File: src/rtl/core/clcd_pkg.sv
`timescale 1ns / 1ps
// ----------------------------------------------------------------------------
// clcd_pkg
// Shared types and constants for the character LCD nibble expander sequencer.
// ----------------------------------------------------------------------------
package clcd_pkg;

	typedef enum logic [2:0] {
		OP_INIT   = 3'd0,
		OP_CLEAR  = 3'd1,
		OP_CMD    = 3'd2,
		OP_DATA   = 3'd3,
		OP_CURSOR = 3'd4,
		OP_CHAR   = 3'd5
	} op_t;

	typedef enum logic [1:0] {
		PH_SET    = 2'd0,
		PH_EN_HI  = 2'd1,
		PH_EN_LO  = 2'd2
	} phase_t;

	typedef struct packed {
		logic [7:0] data;
		logic       rs;
		logic       half;
		logic       last;
	} job_t;

	localparam int QUEUE_DEPTH = 4;
	localparam int QUEUE_AW    = $clog2(QUEUE_DEPTH);

	localparam logic [7:0] CMD_CLEAR     = 8'h01;
	localparam logic [7:0] INIT_NIB_WAKE = 8'h30;
	localparam logic [7:0] INIT_NIB_4BIT = 8'h20;

	localparam int INIT_JOBS = 8;

	function automatic logic [7:0] init_cmd(input logic [1:0] idx);
		logic [7:0] c;
		unique case (idx)
			2'd0: c = 8'h28;
			2'd1: c = 8'h0c;
			2'd2: c = 8'h06;
			default: c = 8'h02;
		endcase
		return c;
	endfunction

endpackage

File: src/rtl/core/clcd_front.sv
`timescale 1ns / 1ps
// ----------------------------------------------------------------------------
// clcd_front
// Accepts requests and breaks each one into byte and nibble jobs for the queue.
// ----------------------------------------------------------------------------
module clcd_front (
	input  logic              clk,
	input  logic              arst_n,
	input  logic              start,
	output logic              busy,
	input  logic [2:0]        op,
	input  logic [7:0]        value,
	input  logic [5:0]        column,
	input  logic              row,
	input  logic              q_full,
	output logic              q_push,
	output clcd_pkg::job_t    q_job
);
	import clcd_pkg::*;

	logic       active_q;
	op_t        op_q;
	logic [7:0] value_q;
	logic [7:0] addr_q;
	logic [2:0] idx_q;
	logic       final_job;
	logic       accept;
	logic       op_ok;

	always_comb begin
		q_job     = '0;
		final_job = 1'b1;
		unique case (op_q)
			OP_INIT: begin
				final_job = (idx_q == 3'(INIT_JOBS - 1));
				if (!idx_q[2]) begin
					q_job.half = 1'b1;
					q_job.data = (idx_q[1:0] == 2'd3) ? INIT_NIB_4BIT : INIT_NIB_WAKE;
				end else begin
					q_job.data = init_cmd(idx_q[1:0]);
				end
			end
			OP_CLEAR:  q_job.data = CMD_CLEAR;
			OP_CMD:    q_job.data = value_q;
			OP_DATA: begin
				q_job.data = value_q;
				q_job.rs   = 1'b1;
			end
			OP_CURSOR: q_job.data = addr_q;
			OP_CHAR: begin
				final_job = idx_q[0];
				if (idx_q[0]) begin
					q_job.data = value_q;
					q_job.rs   = 1'b1;
				end else begin
					q_job.data = addr_q;
				end
			end
			default: final_job = 1'b1;
		endcase
		q_job.last = final_job;
	end

	assign q_push = active_q && !q_full;
	assign busy   = active_q && !(q_push && final_job);
	assign accept = start && !busy;
	assign op_ok  = (op <= 3'(OP_CHAR));

	always_ff @(posedge clk or negedge arst_n) begin
		if (!arst_n) begin
			active_q <= 1'b0;
			idx_q    <= '0;
		end else if (accept) begin
			active_q <= op_ok;
			idx_q    <= '0;
		end else if (q_push) begin
			if (final_job) begin
				active_q <= 1'b0;
			end else begin
				idx_q <= idx_q + 3'd1;
			end
		end
	end

	always_ff @(posedge clk) begin
		if (accept) begin
			op_q    <= op_t'(op);
			value_q <= value;
			addr_q  <= {1'b1, row, column};
		end
	end

endmodule

File: src/rtl/core/clcd_queue.sv
`timescale 1ns / 1ps
// ----------------------------------------------------------------------------
// clcd_queue
// Short job queue between the request front end and the byte sequencer.
// ----------------------------------------------------------------------------
module clcd_queue (
	input  logic              clk,
	input  logic              arst_n,
	input  logic              push,
	input  clcd_pkg::job_t    push_job,
	output logic              full,
	input  logic              pop,
	output logic              empty,
	output clcd_pkg::job_t    head
);
	import clcd_pkg::*;

	job_t                 mem_q [QUEUE_DEPTH];
	logic [QUEUE_AW-1:0]  wr_ptr_q;
	logic [QUEUE_AW-1:0]  rd_ptr_q;
	logic [QUEUE_AW:0]    count_q;
	logic                 do_push;
	logic                 do_pop;

	assign full    = (count_q == (QUEUE_AW+1)'(QUEUE_DEPTH));
	assign empty   = (count_q == '0);
	assign do_push = push && !full;
	assign do_pop  = pop && !empty;
	assign head    = mem_q[rd_ptr_q];

	always_ff @(posedge clk or negedge arst_n) begin
		if (!arst_n) begin
			wr_ptr_q <= '0;
			rd_ptr_q <= '0;
			count_q  <= '0;
		end else begin
			if (do_push) wr_ptr_q <= wr_ptr_q + 1'b1;
			if (do_pop)  rd_ptr_q <= rd_ptr_q + 1'b1;
			unique case ({do_push, do_pop})
				2'b10:   count_q <= count_q + 1'b1;
				2'b01:   count_q <= count_q - 1'b1;
				default: count_q <= count_q;
			endcase
		end
	end

	always_ff @(posedge clk) begin
		if (do_push) mem_q[wr_ptr_q] <= push_job;
	end

endmodule

File: src/rtl/core/clcd_back.sv
`timescale 1ns / 1ps
// ----------------------------------------------------------------------------
// clcd_back
// Expands queued jobs into expander bytes, one per cycle, with enable pulses.
// ----------------------------------------------------------------------------
module clcd_back (
	input  logic              clk,
	input  logic              arst_n,
	input  logic              backlight_q,
	input  logic              q_empty,
	input  clcd_pkg::job_t    q_head,
	output logic              q_pop,
	output logic              strobe,
	output logic [7:0]        expander_byte,
	output logic              last
);
	import clcd_pkg::*;

	logic       active_q;
	job_t       job_q;
	logic       nib_q;
	phase_t     ph_q;
	logic       job_end;
	logic [3:0] nib;
	logic       strobe_q;
	logic [7:0] byte_q;
	logic       last_q;

	assign job_end = active_q && (ph_q == PH_EN_LO) && (job_q.half || nib_q);
	assign q_pop   = (!active_q || job_end) && !q_empty;
	assign nib     = nib_q ? job_q.data[3:0] : job_q.data[7:4];

	always_ff @(posedge clk or negedge arst_n) begin
		if (!arst_n) begin
			active_q <= 1'b0;
			nib_q    <= 1'b0;
			ph_q     <= PH_SET;
			strobe_q <= 1'b0;
		end else begin
			strobe_q <= active_q;
			if (q_pop) begin
				active_q <= 1'b1;
				nib_q    <= 1'b0;
				ph_q     <= PH_SET;
			end else if (job_end) begin
				active_q <= 1'b0;
			end else if (active_q) begin
				unique case (ph_q)
					PH_SET:   ph_q <= PH_EN_HI;
					PH_EN_HI: ph_q <= PH_EN_LO;
					PH_EN_LO: begin
						ph_q  <= PH_SET;
						nib_q <= 1'b1;
					end
					default:  ph_q <= PH_SET;
				endcase
			end
		end
	end

	always_ff @(posedge clk) begin
		if (q_pop) job_q <= q_head;
		byte_q <= {nib, backlight_q, (ph_q == PH_EN_HI), 1'b0, job_q.rs};
		last_q <= job_q.last && job_end;
	end

	assign strobe        = strobe_q;
	assign expander_byte = byte_q;
	assign last          = last_q;

endmodule

File: src/rtl/core/char_lcd_nibble_expander_sequencer.sv
`timescale 1ns / 1ps
// ----------------------------------------------------------------------------
// char_lcd_nibble_expander_sequencer
// HD44780 4-bit request sequencer driving an 8-bit I/O expander byte stream.
// ----------------------------------------------------------------------------
// Each request is a transfer on start/busy; its expander bytes leave one per
// cycle on strobe and cannot be held off, with last marking the final byte.
// A byte job gives 6 output bytes, an init nibble 3; so clear, command, data
// and set cursor give 6 bytes, char at position 12 and init 36. The output
// sequencer sets the sustained rate; the front end pushes one job per cycle
// unless the queue is full, and a four-entry job queue lets the next request
// enter while earlier bytes go out. Unused op codes are taken and dropped.
// ----------------------------------------------------------------------------
module char_lcd_nibble_expander_sequencer (
	input  logic       clk,
	input  logic       arst_n,
	input  logic       start,
	output logic       busy,
	input  logic [2:0] op,
	input  logic [7:0] value,
	input  logic [5:0] column,
	input  logic       row,
	input  logic       cfg_we,
	input  logic       backlight_on,
	output logic       strobe,
	output logic [7:0] expander_byte,
	output logic       last
);
	import clcd_pkg::*;

	logic backlight_q;
	logic q_full;
	logic q_push;
	job_t q_job;
	logic q_pop;
	logic q_empty;
	job_t q_head;

	always_ff @(posedge clk or negedge arst_n) begin
		if (!arst_n) begin
			backlight_q <= 1'b1;
		end else if (cfg_we) begin
			backlight_q <= backlight_on;
		end
	end

	clcd_front u_front (
		.clk    (clk),
		.arst_n (arst_n),
		.start  (start),
		.busy   (busy),
		.op     (op),
		.value  (value),
		.column (column),
		.row    (row),
		.q_full (q_full),
		.q_push (q_push),
		.q_job  (q_job)
	);

	clcd_queue u_queue (
		.clk      (clk),
		.arst_n   (arst_n),
		.push     (q_push),
		.push_job (q_job),
		.full     (q_full),
		.pop      (q_pop),
		.empty    (q_empty),
		.head     (q_head)
	);

	clcd_back u_back (
		.clk           (clk),
		.arst_n        (arst_n),
		.backlight_q   (backlight_q),
		.q_empty       (q_empty),
		.q_head        (q_head),
		.q_pop         (q_pop),
		.strobe        (strobe),
		.expander_byte (expander_byte),
		.last          (last)
	);

endmodule
File: config.mk
export PLATFORM = sky130hd
export DESIGN_NAME = char_lcd_nibble_expander_sequencer
export DESIGN_NICKNAME = d
export VERILOG_FILES = /design/src/rtl/core/clcd_pkg.sv /design/src/rtl/core/clcd_front.sv /design/src/rtl/core/clcd_queue.sv /design/src/rtl/core/clcd_back.sv /design/src/rtl/core/char_lcd_nibble_expander_sequencer.sv
export SDC_FILE = /design/constraint.sdc
export NUM_CORES = 1
export LEC_CHECK = 0
export ABC_AREA = 1
export BUFFER_PORTS_ARGS = -buffer_cell sky130_fd_sc_hd__buf_2
export CAP_MARGIN = 20
export CORE_MARGIN = 10
export CORE_UTILIZATION = 48
export CTS_CLUSTER_SIZE = 20
export DETAILED_ROUTE_END_ITERATION = 10
export PLACE_DENSITY = 0.66
export SLEW_MARGIN = 20
export SYNTH_ARGS = -nofsm -noshare
export SYNTH_HDL_FRONTEND = slang
export SYNTH_SLANG_ARGS = --single-unit
File: constraint.sdc
create_clock -name clk -period 3.08 [get_ports clk]
set_input_delay 0.924 -clock clk [delete_from_list [all_inputs] [get_ports clk]]
set_output_delay 0.924 -clock clk [all_outputs]
set_load 0.01 [all_outputs]
# ---- Word level (Yosys, flattened, before mapping)
# Memory sizes are Yosys's and may differ from the RTL's. A register that Yosys moved wholly into a read port is not among the register bits.
# Index checks and enable logic that the tools add are counted.
dict set report op_classes {
  add_sub_neg 5
  mul 0
  div_mod_pow 0
  n_lt_le_gt_ge 1
  n_eq_ne 16
  shift 0
  muxes 30
  bitwise_logic 0
  reduce_logical 32
}
# operator count
set ops {}
lappend ops {{$pmux 8 s5} 1}
lappend ops {{$pmux 6 s3} 1}
lappend ops {{$mux 8} 2}
lappend ops {{$mux 1} 14}
lappend ops {{$eq 3x3->1 const B} 4}
lappend ops {{$reduce_bool 2->1} 6}
lappend ops {{$logic_and 1x1->1} 10}
lappend ops {{$mux 3} 3}
lappend ops {{$eq 2x2->1 const B} 4}
lappend ops {{$add 3x1->3 const B} 2}
lappend ops {{$eq 2x1->1 const B} 3}
lappend ops {{$eq 3x2->1 const B} 2}
lappend ops {{$logic_not 3->1} 2}
lappend ops {{$mux 2} 3}
lappend ops {{$pmux 3 s2} 1}
lappend ops {{$reduce_and 2->1} 3}
lappend ops {{$logic_not 1->1} 5}
lappend ops {{$mux 5} 1}
lappend ops {{$add 2x1->2 const B} 2}
lappend ops {{$logic_not 2->1} 2}
lappend ops {{$mux 4} 1}
lappend ops {{$ne 2x2->1 const B} 2}
lappend ops {{$pmux 1 s2} 2}
lappend ops {{$pmux 2 s2} 1}
lappend ops {{other kinds (6)} 7}
dict set report totals {
  regBits 43
  latchBits 0
  ramBits 44
  romBits 0
  in_bits 23
  out_inout_bits 11
  wordCells 100
  mem_count 1
}
# name depth word_bits read_ports rd_clocked_by_memory_dff wr line
set memory_table {}
lappend memory_table {u_queue.mem_q 4 11 1 1 1 clcd_queue.sv:18} ;# job_t mem_q [QUEUE_DEPTH];

# ---- Depth between registers and ports, before layout
dict set report logic_depth {
  ltp_word 10
  ltp_mapped 12
}

# ---- By module
# A second synthesis with hierarchy kept.
dict set report hier_totals {
  hier_cells 365
  area_unflattened_um2 4156.5
}
# mod n_inst cells_each area_each_um2
set by_module_without_submodules {}
lappend by_module_without_submodules {clcd_queue 1 189 2209.6}
lappend by_module_without_submodules {clcd_front 1 110 1126.1}
lappend by_module_without_submodules {clcd_back 1 61 779.5}
lappend by_module_without_submodules {char_lcd_nibble_expander_sequencer 1 5 41.3}

# ---- Worst setup path before layout
# No wires, ideal clock.
dict set report synth_path {
  path_type {reg-to-reg}
  start {register u_back.nib_q}
  end {register u_queue.count_q[2]}
  setup_ps 131
  t_arrival_ps 2028
  t_required_ps 2949
  setup_slack_ps 921
  path_stages_with_launch 13
  n_path_buf 0
  period_less_slack_ps 2159
  cell_sequence {dfrtp_1 nor2_2 nor2_1 nand2_1 nand2_2 nand2_2 inv_1 ha_1 inv_1 fa_1 a21oi_1 o21ai_0 xor2_1}
}
dict set report synth_via {
  elab_chain_len 7
  word_cells_on_any_way 9
}
# element line
set synth_lines {}
lappend synth_lines {{start, declared} clcd_back.sv:21} ;# logic nib_q;
lappend synth_lines {{start signal, assigned} clcd_back.sv:36} ;# nib_q <= 1'b0;
lappend synth_lines {{start signal, assigned} clcd_back.sv:43} ;# nib_q <= 1'b0;
lappend synth_lines {{start signal, assigned} clcd_back.sv:53} ;# nib_q <= 1'b1;
lappend synth_lines {{$logic_or 1x1->1 (*)} clcd_back.sv:29} ;# assign job_end = active_q && (ph_q == PH_EN_LO) && (job_q.half || nib_q);
lappend synth_lines {{$logic_and 1x1->1 (*)} clcd_back.sv:29}
lappend synth_lines {{$logic_or 1x1->1 (*)} clcd_back.sv:30} ;# assign q_pop = (!active_q || job_end) && !q_empty;
lappend synth_lines {{$logic_and 1x1->1 (*)} clcd_back.sv:30}
lappend synth_lines {{via q_pop} char_lcd_nibble_expander_sequencer.sv:35} ;# logic q_pop;
lappend synth_lines {{$logic_and 1x1->1 (*)} clcd_queue.sv:28} ;# assign do_pop = pop && !empty;
lappend synth_lines {{$eq 2x1->1 or $eq 2x2->1 (tied branches)} clcd_queue.sv:39} ;# unique case ({do_push, do_pop})
lappend synth_lines {{$pmux 3 s2 or $reduce_bool 2->1 (tied branches)} -}
lappend synth_lines {{end signal, assigned} clcd_queue.sv:40} ;# 2'b10: count_q <= count_q + 1'b1;
lappend synth_lines {{end signal, assigned} clcd_queue.sv:41} ;# 2'b01: count_q <= count_q - 1'b1;
lappend synth_lines {{end signal, assigned} clcd_queue.sv:42} ;# default: count_q <= count_q;
lappend synth_lines {{end, declared} clcd_queue.sv:21} ;# logic [QUEUE_AW:0] count_q;
# The timed path passes the listed nets; every way through them passes the cells marked *.
# A chain may end at the register's enable or synchronous reset.

# ---- Worst setup path in the final report
dict set report layout_path {
  start {register u_front.idx_q[0]}
  end {output busy}
}
dict set report layout_via {
  elab_chain_len 5
}
# element line
set layout_lines {}
lappend layout_lines {{start, declared} clcd_front.sv:25} ;# logic [2:0] idx_q;
lappend layout_lines {{start signal, assigned} clcd_front.sv:80} ;# idx_q <= idx_q + 3'd1;
lappend layout_lines {{$eq 3x3->1} clcd_front.sv:35} ;# final_job = (idx_q == 3'(INIT_JOBS - 1));
lappend layout_lines {{$pmux 1 s2 (*)} clcd_front.sv:33} ;# unique case (op_q)
lappend layout_lines {{$logic_and 1x1->1 (*)} clcd_front.sv:65} ;# assign busy = active_q && !(q_push && final_job);
lappend layout_lines {{$logic_not 1->1 (*)} clcd_front.sv:65}
lappend layout_lines {{$logic_and 1x1->1 (*)} clcd_front.sv:65}
lappend layout_lines {{end, declared} char_lcd_nibble_expander_sequencer.sv:18} ;# output logic busy,
# Mark *: on every way between the ends. The rest lies on a longest branch, timed or not.

==> impl_metrics.json <==
{
  "outcome": "finished clean",
  "hold_viol": 0,
  "ys_async_sr_fraction": 0.173,
  "vias": 2305,
  "drt_first_iter_violations": 136,
  "avgViaCountPerCell": 4.94,
  "fp.dieH_um": 111,
  "finalSetupViolations": 0,
  "power_per_cell_area_nw_per_um2": 858,
  "cts_max_level": 3,
  "place.gp.congestion": 0.729,
  "synthToLayoutAreaGrowth_pct": 12.5,
  "worstMarginPinSlew_ns": 0.652,
  "firstDrtPassIters": 5,
  "yosysWarnings": 0,
  "grt_pass1_wl_mm": 11.1,
  "numClockSinks": 98,
  "path_clk_slew_ns": 0.08,
  "grt_max_degree": 25,
  "grt_antenna_before_repair": 0,
  "ir_drop_v": 0.000420,
  "cts_resized": 0,
  "fmax_ghz": 0.371,
  "port_buffers": 32,
  "post_cts_buffers": 0,
  "drt_wl_total_mm": 6.50,
  "fin_skew_ns": 0.0117,
  "yosysSeqAreaShare": 0.702,
  "critPathArrivalTime_ns": 1.77,
  "routedWlPerCell_um": 13.9,
  "grt_usage": 0.111,
  "die_area_um2": 12300,
  "grt_pass1_vias": 2407,
  "initial_core_util": 0.486,
  "hold_ws_ns": 0.345,
  "synth_nets": 352,
  "worstSetupStartpointType": "flip-flop",
  "core_um2": 8130,
  "max_slew_margin": 0.565,
  "avgSynthCellArea_um2": 12.5,
  "cp.required_ns": 2.16,
  "die_w_um": 111,
  "clock_latency_ns": 0.36,
  "cts_root_buf": "clkbuf_8",
  "rsz0062_at_grt": "false",
  "dpl.hpwl_mm": 4.60,
  "hold_path_class": "reg2reg",
  "nets": 393,
  "syn_area_um2": 3960,
  "grt_overflow": 0,
  "synth-seq-cells": 98,
  "worstSetupPathType": "reg2out",
  "numCtsBuffers": 9,
  "nFillCells": 688,
  "cts_hold_buffers": 0,
  "cts_tree": "done",
  "ant_nets": 0,
  "drc": 0,
  "cts.path.max_buffers": 2,
  "cap_violations": 0,
  "fin_crit_ns": 2.69,
  "final_max_slew_viol_count": 0,
  "top_level_ports": 34,
  "synth-edff-count": 73,
  "cp-end-kind": "primary output",
  "synth_cell_types": 33,
  "syn_inst": 316,
  "power_leakage_nw": 1.81,
  "min_period_over_period": 0.874,
  "antenna_cells": 0,
  "drive_above_1_share": 0.210,
  "rows": 33,
  "critical_path.max_fanout": 8,
  "fin_tns_setup_ns": 0,
  "synth-main-ff-cell": "edfxtp_1"
}
[through the flow]
stage / std cells / power [W] / instance area (µm²) / util / setup WS [ns]
after floorplan: 316 / 0.00274 / 3960 / - / 0.921
after CTS: 467 / 0.00387 / 4450 / 0.547 / 0.361
after global routing: 467 / 0.00411 / 4450 / 0.547 / 0.230
after detailed placement: 451 / 0.00308 / 4250 / 0.523 / 0.678
final: 467 / 0.00382 / 4450 / 0.547 / 0.387
after global placement: 451 / 0.00303 / 4250 / 0.523 / 0.774
[metal layers]
metal | track usage | up-vias | share of wire
met5 | 0 | - | 0
met4 | 0.0547 | 0 | 0.023
met3 | 0.0433 | 17 | 0.060
met2 | 0.182 | 55 | 0.48
met1 | 0.123 | 1071 | 0.43
li1 | - | 1162 | -
[cell families (layout without fill, tap and decap cells)]
logic type	after synthesis	in the layout	share of synthesized area
flip-flops	98	98	0.702
AND/OR/NAND/NOR	92	92	0.102
AO/OA/AOI/OAI	56	56	0.0800
buffers and inverters	46	92	0.0462
adder cells (fa/ha/maj)	13	13	0.0430
XOR/XNOR	5	5	0.0111
multiplexers	5	5	0.0142
other	1	1	0.000948
[final timing paths]
path | from | endpoint | slack, ns | depth (start not counted)
max in group asynchronous | arst_n | backlight_q | 2.27 | 1
min in group asynchronous | arst_n | u_queue.count_q[2] | 0.48 | 1
min | u_back.job_q[2] | u_back.expander_byte[0] | 0.35 | 0
max | u_front.idx_q[0] | busy | 0.39 | 8
max reg2reg | u_back.nib_q | u_queue.count_q[2] | 0.69 | 12
min reg2reg | u_back.job_q[2] | u_back.expander_byte[0] | 0.35 | 0
[cell usage after synthesis, types with 2 or more instances]
master	instances	area [µm²]
edfxtp_1	73	2190
nand2_1	36	135
inv_1	35	131
nor2_1	35	131
o21ai_0	33	165
dfrtp_1	16	400
ha_1	12	150
o22ai_1	11	68.8
dfxtp_1	8	160
nand2_2	7	43.8
nand3_1	7	35.0
mux2_2	5	56.3
o211ai_1	5	37.5
a21oi_1	3	15.0
buf_2	3	15.0
inv_2	3	11.3
nor2_2	3	18.8
xor2_1	3	26.3
clkbuf_1	2	7.51
o21ai_1	2	10.0
xnor2_1	2	17.5
[where the power goes]
part | switching (W) | leakage, nW | total [W] | internal [W]
clock | 0.000403 | 0.105 | 0.000790 | 0.000387
combinational | 0.000677 | 0.756 | 0.00103 | 0.000356
sequential | 0.000149 | 0.951 | 0.00200 | 0.00185
total | 0.00123 | 1.81 | 0.00382 | 0.00259
[state kept, by name, indices dropped and copies added (netlist names), 3 cells and up]
name / flops
u_front.op_q: 3
u_back.job_q: 11
u_queue.mem_q: 44
u_back.expander_byte: 7
u_front.idx_q: 3
u_queue.count_q: 3
u_front.value_q: 8
u_front.addr_q: 7
[cell type report]
type,count,area (µm²),share of cell area
inverters,39,149,0.0335
clock buffers,13,180,0.0405
flip-flops and latches,98,2780,0.625
repair buffers,37,198,0.0444
clock inverters,3,17.5,0.00394
well taps,105,131,0.0295
multi-input cells,172,995,0.224
[cells in the final DEF, fill, tap and decap left out, types with 2 or more instances in the layout]
cell type	count
a21oi_1	3
buf_2	32
buf_4	5
clkbuf_8	11
dfrtp_1	16
dfxtp_1	8
edfxtp_1	73
ha_1	12
inv_1	35
inv_2	3
inv_4	3
mux2_2	5
nand2_1	36
nand2_2	7
nand3_1	7
nor2_1	35
nor2_2	3
o211ai_1	5
o21ai_0	33
o21ai_1	2
o22ai_1	11
xnor2_1	2
xor2_1	3
[worst max-delay path, stage by stage, from the launching register on]
cell	delay [ns]
dfrtp_1	0.47
ha_1	0.25
ha_1	0.18
inv_1	0.06
nand3_2	0.08
nand3_1	0.09
nand2_1	0.09
inv_1	0.06
buf_2	0.12
(Power assumes the default switching activity.)
